**src/hw/rtl/sha256_pkg.sv**
```systemverilog
// shared types, constants and round functions of the sha-256 stream hasher
package sha256_pkg;

  // sequencer states
  typedef enum logic [2:0] {
    StIdle,
    StPad,
    StRound,
    StFinal,
    StEmit
  } sha_state_e;

  typedef logic [31:0] word_t;

  localparam int unsigned NumRounds   = 64;
  localparam int unsigned BlockWords  = 16;
  localparam int unsigned HashWords   = 8;
  localparam int unsigned LenWidth    = 61;
  localparam int unsigned FillWidth   = 6;
  localparam int unsigned RoundWidth  = 6;

  localparam logic [7:0]           PadByte    = 8'h80;
  localparam logic [FillWidth-1:0] LenOffset  = 6'd56;
  localparam logic [FillWidth-1:0] LastByte   = 6'd63;
  localparam logic [RoundWidth-1:0] LastRound = 6'd63;

  // initial hash values
  localparam word_t InitHash [HashWords] = '{
    32'h6a09e667, 32'hbb67ae85, 32'h3c6ef372, 32'ha54ff53a,
    32'h510e527f, 32'h9b05688c, 32'h1f83d9ab, 32'h5be0cd19
  };

  // round constants
  localparam word_t RoundK [NumRounds] = '{
    32'h428a2f98, 32'h71374491, 32'hb5c0fbcf, 32'he9b5dba5,
    32'h3956c25b, 32'h59f111f1, 32'h923f82a4, 32'hab1c5ed5,
    32'hd807aa98, 32'h12835b01, 32'h243185be, 32'h550c7dc3,
    32'h72be5d74, 32'h80deb1fe, 32'h9bdc06a7, 32'hc19bf174,
    32'he49b69c1, 32'hefbe4786, 32'h0fc19dc6, 32'h240ca1cc,
    32'h2de92c6f, 32'h4a7484aa, 32'h5cb0a9dc, 32'h76f988da,
    32'h983e5152, 32'ha831c66d, 32'hb00327c8, 32'hbf597fc7,
    32'hc6e00bf3, 32'hd5a79147, 32'h06ca6351, 32'h14292967,
    32'h27b70a85, 32'h2e1b2138, 32'h4d2c6dfc, 32'h53380d13,
    32'h650a7354, 32'h766a0abb, 32'h81c2c92e, 32'h92722c85,
    32'ha2bfe8a1, 32'ha81a664b, 32'hc24b8b70, 32'hc76c51a3,
    32'hd192e819, 32'hd6990624, 32'hf40e3585, 32'h106aa070,
    32'h19a4c116, 32'h1e376c08, 32'h2748774c, 32'h34b0bcb5,
    32'h391c0cb3, 32'h4ed8aa4a, 32'h5b9cca4f, 32'h682e6ff3,
    32'h748f82ee, 32'h78a5636f, 32'h84c87814, 32'h8cc70208,
    32'h90befffa, 32'ha4506ceb, 32'hbef9a3f7, 32'hc67178f2
  };

  // compression sigma on the a word
  function automatic word_t big_sigma0(word_t x);
    return {x[1:0], x[31:2]} ^ {x[12:0], x[31:13]} ^ {x[21:0], x[31:22]};
  endfunction

  // compression sigma on the e word
  function automatic word_t big_sigma1(word_t x);
    return {x[5:0], x[31:6]} ^ {x[10:0], x[31:11]} ^ {x[24:0], x[31:25]};
  endfunction

  // schedule sigma on w[i-15]
  function automatic word_t small_sigma0(word_t x);
    return {x[6:0], x[31:7]} ^ {x[17:0], x[31:18]} ^ {3'b000, x[31:3]};
  endfunction

  // schedule sigma on w[i-2]
  function automatic word_t small_sigma1(word_t x);
    return {x[16:0], x[31:17]} ^ {x[18:0], x[31:19]} ^ {10'b0, x[31:10]};
  endfunction

endpackage

```
**src/hw/rtl/sha256_if.sv**
```systemverilog
// request and digest channel interfaces of the sha-256 stream hasher
interface sha256_req_if;
  logic       valid;
  logic       ready;
  logic [7:0] data_byte;
  logic       byte_present;
  logic       end_of_message;

  modport source (output valid, output data_byte, output byte_present,
                  output end_of_message, input ready);
  modport sink   (input valid, input data_byte, input byte_present,
                  input end_of_message, output ready);
endinterface

interface sha256_res_if;
  logic        valid;
  logic        ready;
  logic [63:0] digest_word0;
  logic [63:0] digest_word1;
  logic [63:0] digest_word2;
  logic [63:0] digest_word3;
  logic        length_error;

  modport source (output valid, output digest_word0, output digest_word1,
                  output digest_word2, output digest_word3,
                  output length_error, input ready);
  modport sink   (input valid, input digest_word0, input digest_word1,
                  input digest_word2, input digest_word3,
                  input length_error, output ready);
endinterface

```
**src/hw/rtl/sha256_stream_hasher.sv**
```systemverilog
// sha-256 stream hasher: byte packing, padding and one shared round unit
//
// req_i takes one request per accepted handshake: a message byte with a
// present flag and an end-of-message flag. res_o carries one digest per
// message as four big-endian 64-bit words plus a length error flag.
// A byte that does not fill the block is packed into it and req_i stays
// ready. The 64th byte of a block starts the compression: 64 rounds in
// the single round unit, one after another, then an add into the hash
// words. An end request inserts the padding one byte per cycle between
// compressions (9 to 72 bytes), which runs one or two more compressions;
// the digest is then loaded into the output register once that is free.
// req_i is ready only while idle. A message longer than 2^61-1
// bytes ends with the error flag and a zero digest, without padding.
// The output register lets the next message proceed while a digest waits;
// only a second digest waits until res_o takes the first.
// Reset (rst_ni low, asynchronous) loads the initial hash values, clears
// the length and fill counters and drops res_o.valid.
module sha256_stream_hasher
  import sha256_pkg::*;
(
  input  logic                clk_i,
  input  logic                rst_ni,
  sha256_req_if.sink          req_i,
  sha256_res_if.source        res_o
);

  sha_state_e            state_q, state_d;
  logic [FillWidth-1:0]  fill_q, fill_d;
  logic [LenWidth-1:0]   len_q, len_d;
  logic [RoundWidth-1:0] cnt_q, cnt_d;
  logic                  ovf_q, ovf_d;
  logic                  end_q, end_d;
  logic                  first_q, first_d;
  logic                  lenph_q, lenph_d;
  logic                  err_q, err_d;
  word_t                 h_q [HashWords];
  word_t                 h_d [HashWords];
  word_t                 s_q [HashWords];
  word_t                 s_d [HashWords];
  word_t                 blk_q [BlockWords];
  word_t                 blk_d [BlockWords];
  logic                  out_valid_q, out_valid_d;
  logic [63:0]           dig_q [4];
  logic [63:0]           dig_d [4];
  logic                  out_err_q, out_err_d;

  logic                  absorb_en;
  logic [7:0]            absorb_byte;
  logic                  ovf_next;
  logic [63:0]           bit_len;
  logic [1:0]            lane;
  word_t                 t1, t2, new_w;

  // round unit and schedule extension
  assign t1 = s_q[7] + big_sigma1(s_q[4]) + ((s_q[4] & s_q[5]) ^ (~s_q[4] & s_q[6]))
            + RoundK[cnt_q] + blk_q[0];
  assign t2 = big_sigma0(s_q[0])
            + ((s_q[0] & s_q[1]) ^ (s_q[0] & s_q[2]) ^ (s_q[1] & s_q[2]));
  assign new_w = blk_q[0] + small_sigma0(blk_q[1]) + blk_q[9] + small_sigma1(blk_q[14]);

  assign bit_len = {len_q, 3'b000};
  assign lane    = 2'd3 - fill_q[1:0];

  // output channel
  assign res_o.valid        = out_valid_q;
  assign res_o.digest_word0 = dig_q[0];
  assign res_o.digest_word1 = dig_q[1];
  assign res_o.digest_word2 = dig_q[2];
  assign res_o.digest_word3 = dig_q[3];
  assign res_o.length_error = out_err_q;

  // sequencer, next state and datapath
  always_comb begin
    state_d     = state_q;
    fill_d      = fill_q;
    len_d       = len_q;
    cnt_d       = cnt_q;
    ovf_d       = ovf_q;
    end_d       = end_q;
    first_d     = first_q;
    lenph_d     = lenph_q;
    err_d       = err_q;
    h_d         = h_q;
    s_d         = s_q;
    blk_d       = blk_q;
    dig_d       = dig_q;
    out_err_d   = out_err_q;
    out_valid_d = out_valid_q && !res_o.ready;
    absorb_en   = 1'b0;
    absorb_byte = req_i.data_byte;
    ovf_next    = ovf_q;
    req_i.ready = 1'b0;

    case (state_q)
      StIdle: begin
        req_i.ready = 1'b1;
        if (req_i.valid) begin
          if (req_i.byte_present && !ovf_q) begin
            if (&len_q) begin
              ovf_d    = 1'b1;
              ovf_next = 1'b1;
            end else begin
              len_d     = len_q + 1'b1;
              absorb_en = 1'b1;
            end
          end
          if (req_i.end_of_message) begin
            if (ovf_next) begin
              err_d   = 1'b1;
              state_d = StEmit;
            end else begin
              end_d   = 1'b1;
              first_d = 1'b1;
              state_d = StPad;
            end
          end
        end
      end
      StPad: begin
        absorb_en = 1'b1;
        first_d   = 1'b0;
        if (first_q) begin
          absorb_byte = PadByte;
        end else if (lenph_q || fill_q == LenOffset) begin
          lenph_d     = 1'b1;
          absorb_byte = bit_len[{~fill_q[2:0], 3'b000} +: 8];
        end else begin
          absorb_byte = 8'h00;
        end
      end
      StRound: begin
        s_d[7] = s_q[6];
        s_d[6] = s_q[5];
        s_d[5] = s_q[4];
        s_d[4] = s_q[3] + t1;
        s_d[3] = s_q[2];
        s_d[2] = s_q[1];
        s_d[1] = s_q[0];
        s_d[0] = t1 + t2;
        for (int i = 0; i < BlockWords - 1; i++) begin
          blk_d[i] = blk_q[i+1];
        end
        blk_d[BlockWords-1] = new_w;
        cnt_d = cnt_q + 1'b1;
        if (cnt_q == LastRound) begin
          state_d = StFinal;
        end
      end
      StFinal: begin
        for (int i = 0; i < HashWords; i++) begin
          h_d[i] = h_q[i] + s_q[i];
        end
        if (lenph_q) begin
          state_d = StEmit;
        end else if (end_q) begin
          state_d = StPad;
        end else begin
          state_d = StIdle;
        end
      end
      StEmit: begin
        if (!out_valid_q || res_o.ready) begin
          for (int i = 0; i < 4; i++) begin
            dig_d[i] = err_q ? 64'd0 : {h_q[2*i], h_q[2*i+1]};
          end
          out_err_d   = err_q;
          out_valid_d = 1'b1;
          h_d         = InitHash;
          len_d       = '0;
          fill_d      = '0;
          ovf_d       = 1'b0;
          end_d       = 1'b0;
          first_d     = 1'b0;
          lenph_d     = 1'b0;
          err_d       = 1'b0;
          state_d     = StIdle;
        end
      end
      default: begin
        state_d = StIdle;
      end
    endcase

    // byte packing, a full block starts the rounds
    if (absorb_en) begin
      blk_d[fill_q[5:2]][{lane, 3'b000} +: 8] = absorb_byte;
      fill_d = fill_q + 1'b1;
      if (fill_q == LastByte) begin
        state_d = StRound;
        cnt_d   = '0;
        s_d     = h_q;
      end
    end
  end

  // control state
  always_ff @(posedge clk_i or negedge rst_ni) begin
    if (!rst_ni) begin
      state_q     <= StIdle;
      fill_q      <= '0;
      len_q       <= '0;
      cnt_q       <= '0;
      ovf_q       <= 1'b0;
      end_q       <= 1'b0;
      first_q     <= 1'b0;
      lenph_q     <= 1'b0;
      err_q       <= 1'b0;
      out_valid_q <= 1'b0;
      h_q         <= InitHash;
    end else begin
      state_q     <= state_d;
      fill_q      <= fill_d;
      len_q       <= len_d;
      cnt_q       <= cnt_d;
      ovf_q       <= ovf_d;
      end_q       <= end_d;
      first_q     <= first_d;
      lenph_q     <= lenph_d;
      err_q       <= err_d;
      out_valid_q <= out_valid_d;
      h_q         <= h_d;
    end
  end

  // working words, block window and result payload
  always_ff @(posedge clk_i) begin
    s_q       <= s_d;
    blk_q     <= blk_d;
    dig_q     <= dig_d;
    out_err_q <= out_err_d;
  end

endmodule

```
**src/flat_wrapper.sv**
```systemverilog
// flat-port wrapper written by rule: the top's interface ports become plain ports
module sha256_stream_hasher_flat import sha256_pkg::*;
  (clk_i, rst_ni, req_i_valid, req_i_data_byte, req_i_byte_present, req_i_end_of_message, req_i_ready, res_o_valid, res_o_digest_word0, res_o_digest_word1, res_o_digest_word2, res_o_digest_word3, res_o_length_error, res_o_ready);
  sha256_req_if req_i_i ();
  sha256_res_if res_o_i ();
  input  logic clk_i;
  input  logic rst_ni;
  input wire logic [$bits(req_i_i.valid)-1:0] req_i_valid;
  input wire logic [$bits(req_i_i.data_byte)-1:0] req_i_data_byte;
  input wire logic [$bits(req_i_i.byte_present)-1:0] req_i_byte_present;
  input wire logic [$bits(req_i_i.end_of_message)-1:0] req_i_end_of_message;
  output wire logic [$bits(req_i_i.ready)-1:0] req_i_ready;
  output wire logic [$bits(res_o_i.valid)-1:0] res_o_valid;
  output wire logic [$bits(res_o_i.digest_word0)-1:0] res_o_digest_word0;
  output wire logic [$bits(res_o_i.digest_word1)-1:0] res_o_digest_word1;
  output wire logic [$bits(res_o_i.digest_word2)-1:0] res_o_digest_word2;
  output wire logic [$bits(res_o_i.digest_word3)-1:0] res_o_digest_word3;
  output wire logic [$bits(res_o_i.length_error)-1:0] res_o_length_error;
  input wire logic [$bits(res_o_i.ready)-1:0] res_o_ready;
  assign req_i_i.valid = req_i_valid;
  assign req_i_i.data_byte = req_i_data_byte;
  assign req_i_i.byte_present = req_i_byte_present;
  assign req_i_i.end_of_message = req_i_end_of_message;
  assign req_i_ready = req_i_i.ready;
  assign res_o_valid = res_o_i.valid;
  assign res_o_digest_word0 = res_o_i.digest_word0;
  assign res_o_digest_word1 = res_o_i.digest_word1;
  assign res_o_digest_word2 = res_o_i.digest_word2;
  assign res_o_digest_word3 = res_o_i.digest_word3;
  assign res_o_length_error = res_o_i.length_error;
  assign res_o_i.ready = res_o_ready;
  sha256_stream_hasher u_core (.clk_i(clk_i), .rst_ni(rst_ni), .req_i(req_i_i), .res_o(res_o_i));
endmodule
```
**config.mk**
```make
export PLATFORM = sky130hd
export DESIGN_NAME = sha256_stream_hasher_flat
export DESIGN_NICKNAME = d
export VERILOG_FILES = /design/src/hw/rtl/sha256_pkg.sv /design/src/hw/rtl/sha256_if.sv /design/src/hw/rtl/sha256_stream_hasher.sv /design/src/flat_wrapper.sv
export SDC_FILE = /design/constraint.sdc
export NUM_CORES = 2
export LEC_CHECK = 0
export BUFFER_PORTS_ARGS = -buffer_cell sky130_fd_sc_hd__buf_2
export CAP_MARGIN = 20
export CORE_MARGIN = 2
export CORE_UTILIZATION = 63
export DETAILED_ROUTE_END_ITERATION = 10
export PLACE_DENSITY = 0.88
export SYNTH_ARGS = -nofsm -noshare
export SYNTH_HDL_FRONTEND = slang
export SYNTH_SLANG_ARGS = --single-unit
```
**constraint.sdc**
```tcl
create_clock -name clk_i -period 10.2 [get_ports clk_i]
set_clock_uncertainty 0.15 [all_clocks]
set_input_delay 2.04 -clock clk_i [delete_from_list [all_inputs] [get_ports clk_i]]
set_output_delay 2.04 -clock clk_i [all_outputs]
set_load 0.02 [all_outputs]
```
* Word level (Yosys, flattened, before mapping)
Memory sizes are Yosys's and may differ from the RTL's.
Cells that the tools add are included.
** Cells by class
- $add $sub $neg :: 23
- $lt $le $gt $ge :: 3
- Equal/unequal tests :: 16
- Shift-type cells :: 3
- Mux-type cells :: 61
- Bitwise gates (word level) :: 20
- Reduce and logical (&&, ||, !) cells :: 25
** Operator list (count)
- two-way mux 256 bit :: 4
- two-way mux 512 bit :: 2
- adder 32 bit :: 18
- bitwise mux 512 bit :: 1
- case mux 256 bit (2 select lines) :: 1
- XOR 32 bit :: 9
- two-way mux 61 bit :: 4
- AND 32 bit :: 5
- demux 32 bit (select 4 bit) :: 1
- case mux 61 bit (2 select lines) :: 1
- two-way mux 32 bit :: 3
- variable part select 64 x 7 -> 8 bit :: 1
- adder 61 x 1 -> 61 bit, second input constant :: 1
- AND reduction 61 bit :: 1
- two-way mux 6 bit :: 6
- inverter 32 bit :: 1
- variable shift 8 x 7 -> 32 bit, first input constant :: 1
- variable part select 8 x 7 -> 32 bit :: 1
- XOR 32 x 22 -> 32 bit :: 1
- XOR 32 x 29 -> 32 bit :: 1
- two-way mux 3 bit :: 8
- two-way mux 8 bit :: 3
- two-way mux 1 bit :: 20
- AND reduction 5 bit :: 4
- other kinds (27) :: 53
** Storage, ports and cells
- Bits in registers :: 1363
- Bits in read-only memories :: 2048
- Bits of input ports :: 14
- Output and inout port bits :: 259
- Memories kept :: 1
** Memory list
- (name not given) :: words 64, bits a word 32, read ports 1, clocked after Yosys merged registers in 0, wr ports 0, line sha256_stream_hasher.sv:56 : + RoundK[cnt_q] + blk_q[0];

* Logic depth before layout (Yosys ltp)
- Depth in word-level cells :: 11
- Depth in mapped cells :: 41
- Gate-level depth less buffers :: 38

* Worst setup path before layout
OpenSTA, ideal clock, no wires.
- Kind :: reg-to-reg
- From :: register u_core.cnt_q[0]
- To :: register u_core.s_q[249] (netlist bit)
- Library setup time :: 132 ps
- Arrival time :: 8588 ps
- Slack :: 1329 ps
- Stages on the path, launching flop included :: 39
- Clock period less this slack :: 8871 ps
- Path through :: dfrtp_1 clkbuf_1 clkinv_1 ha_1 clkbuf_1 or2_2 clkbuf_1 nand2_1 o21ai_0 mux4_2 fa_1 fa_1 fa_1 inv_1 ha_1 inv_1 fa_1 nor2b_1 [... 3 more ...] nor2b_1 o21a_1 o21a_1 o21ai_0 nand2b_1 a21oi_1 xnor2_1 fa_1 ha_1 and4_1 o2111a_1 a221oi_1 o21ai_0 or4_1 a31o_2 a21oi_1 xor2_1 a21oi_1
** RTL lines
- start: declaration :: line sha256_stream_hasher.sv:30 : logic [RoundWidth-1:0] cnt_q, cnt_d;
- start signal: assignment :: line sha256_stream_hasher.sv:214 : cnt_q <= cnt_d;
- end signal: assignment :: line sha256_stream_hasher.sv:227 : s_q <= s_d;
- end: declaration :: line sha256_stream_hasher.sv:38 : word_t s_q [HashWords];

==> results.json <==
{
  "crit_path_start": "u_core.cnt_q[0]",
  "cts_sinks": 1363,
  "clockBufferDepth": 3,
  "hold_class": "flop to flop",
  "cts-resized-gates": 0,
  "grt_pass1_wl_mm": 425,
  "holdPathEnd": "u_core.blk_q[0]",
  "cts-root-buf": "clkbuf_16",
  "cts.htree.levels": 4,
  "synth.distinct_cells": 88,
  "max_cap_viol_count": 0,
  "drc": 0,
  "holdBufCountCts": 0,
  "dpl_cell_area_um2": 82900,
  "final_cell_mix": "nand2_1 (1695), nor2_1 (915), dfxtp_1 (768)",
  "wl_met2_mm": 124,
  "post_cts_buffers": 0,
  "syn_area_um2": 80700,
  "drt_iter0_drc": 9429,
  "reg2reg_from": "u_core.cnt_q[0]",
  "io_pins": 273,
  "avgViaCountPerCell": 6.53,
  "first_pass_iters": 7,
  "core-area_um2": 127000,
  "cp.required_ns": 10.69,
  "r2r_cells": 33,
  "synth_top_family_by_area": "simple AND/OR/NAND/NOR gates",
  "synth-simple-area-share_pct": 18.9,
  "critPathCaptureType": "flop",
  "drive_gt1_share_pct": 9.15,
  "relSlewSlack_pct": 15.6,
  "period_share_pct": 94.0,
  "critPathSlowestCell": "ha_1",
  "cts_tree": "built",
  "grt_pass1_vias": 68561,
  "ant_nets": 0,
  "min_path_cells": 2,
  "yosys-top-cells-area": "dfxtp_1 (19%), edfxtp_1 (9.6%), nand2_1 (7.9%)",
  "synth_compound_area_share_pct": 18.2,
  "clk_latency_ns": 0.81,
  "grt_usage_pct": 42.6,
  "cpPeakStageDelay_ns": 0.60,
  "crit_type": "flop to flop",
  "fmaxAchievable_ghz": 0.104,
  "fin_setup_tns_ns": 0,
  "cp.arrival_ns": 10.08,
  "rsz0062_at_grt": "no",
  "worst_slew_pin_slew_ns": 1.26,
  "async_reset_ff_share_pct": 24.8,
  "overflow": 0,
  "critical_path_peak_fanout": 11,
  "drv_slew": 0,
  "synth.top_cell.area_share_pct": 19.1,
  "vias": 72592,
  "clk_pin_slew_ns": 0.06,
  "antenna_found_initial": 9,
  "fin_area_um2": 88100,
  "gp_congestion": 1.04,
  "status": "finished, final reports clean",
  "synth_xor_area_share_pct": 6.72,
  "die_y_um": 362,
  "fin_nets": 9932,
  "placementRows": 131,
  "die_area_um2": 131000,
  "synth_edf_count": 257,
  "grt_max_degree": 230,
  "syn_nets": 10019,
  "synth_warnings": 0,
  "nFillCells": 9723,
  "post_drt_wl_per_cell_um": 25.6,
  "period_minus_slack_ns": 9.59,
  "avgSynthCellArea_um2": 8.57,
  "synthMuxAreaShare_pct": 1.19,
  "min_from": "u_core.blk_q[0]",
  "die_w_um": 362,
  "layout_commonest_cell": "nand2_1",
  "initial_core_util_pct": 63.4,
  "r2r_slack_ns": 0.61,
  "yosys.area_share.adder_pct": 11.3,
  "portBuffers": 272,
  "r2r_end": "u_core.s_q[255]",
  "cts_inserted_buffers": 147,
  "synth_top_area_cell": "dfxtp_1",
  "synth-main-ff-cell": "dfxtp_1",
  "crit_path_start_kind": "flop",
  "route.met3.wl_mm": 30.4,
  "synthCells": 9414,
  "maxUsedRoutingLayer": "met5",
  "wl_met1_mm": 110,
  "synth_seq_cells": 1363,
  "setup_violations": 0,
  "hold_viol_final": 0,
  "wirelength_mm": 285,
  "cpMostUsedCell": "a21oi_1",
  "hpwl_mm": 205,
  "seq_area_frac_synth_pct": 39.3,
  "syn_to_final_growth_pct": 9.11
}
## synth_stat cells, types with 59 or more instances
library cell and instances:
a22oi_1 216, and2_1 59, nor2_1 916, nand2_1 1698, a21oi_1 489, edfxtp_1 257, fa_1 195, nand2b_1 73
ha_1 396, o21ai_0 403, dfxtp_1 768, xnor2_1 383, nor2b_1 306, a21o_1 165, inv_1 272, buf_2 65
xor2_1 234, clkbuf_1 500, nand3_1 144, buf_1 72, dfrtp_1 202, o21a_1 69, dfstp_2 136, nor3_1 124
a31oi_1 540
## registers in the layout, summed over array words and instances (netlist names), 3 cells and up
register and count:
u_core.res_o.digest_word0 64, u_core.fill_q 6, u_core.h_q 256, u_core.s_q 256, u_core.len_q 61, u_core.cnt_q 6
u_core.res_o.digest_word1 64, u_core.res_o.digest_word2 64, u_core.blk_q 512, u_core.res_o.digest_word3 64, u_core.state_q 3
## per-layer routing
layer  vias up  GRT usage, %
met5         -             0
met4         4          25.7
met3       966          8.72
met2      4329          64.9
met1     34793          56.0
li1      32500             -
## stage by stage
step	hold WS (ns)	worst slack, ns	utilization [%]	std cells
floorplan	0.273	1.33	-	9414
global placement	0.285	0.955	65.1	10839
detailed placement	0.287	0.845	65.1	10839
CTS	0.300	0.809	69.1	11114
global route	0.321	0.219	69.1	11116
finish	0.303	0.608	69.1	11118
## critical path, delay by kind of cell, from the launching register on
kind            cells  cell delay [ns]
fa+ha+maj           7             3.26
xor+xnor            2             0.33
compound gates     16             3.22
buf+inv             4             0.42
mux                 1             0.55
flops               1             0.34
simple gates        3             1.14
## logic make-up (layout without fill, tap and decap cells)
| kind of cell | Yosys count | count (layout) |
|---|---|---|
| AO/OA/AOI/OAI | 2307 | 2307 |
| XOR/XNOR | 618 | 618 |
| adder cells (fa/ha/maj) | 617 | 617 |
| buffers and inverters | 916 | 955 |
| flip-flops | 1363 | 1363 |
| multiplexers | 71 | 71 |
| other | 0 | 3 |
| AND/OR/NAND/NOR | 3522 | 3522 |
## how the worst max path moves through the flow
stage	end	slack (ns)
detailed placement	u_core.s_q[249]	0.84
global placement	u_core.s_q[255]	0.95
global route	u_core.s_q[249]	0.22
finish	u_core.s_q[255]	0.61
CTS	u_core.s_q[249]	0.81
floorplan	u_core.s_q[249]	1.33
## area by class of cell
type,instances,area [um^2],share of cell area [%]
inverters,276,1040,1.19
well taps,1662,2080,2.36
clock inverters,65,897,1.02
flip-flops and latches,1363,31700,36.0
clock buffers,210,4290,4.87
diodes,3,7.51,0.00853
multi-input cells,7135,45500,51.7
repair buffers,404,2480,2.82
Power is left out: the tool's default activity adds up to more than one toggle a clock period on the data nets, which glitch-free logic cannot reach.
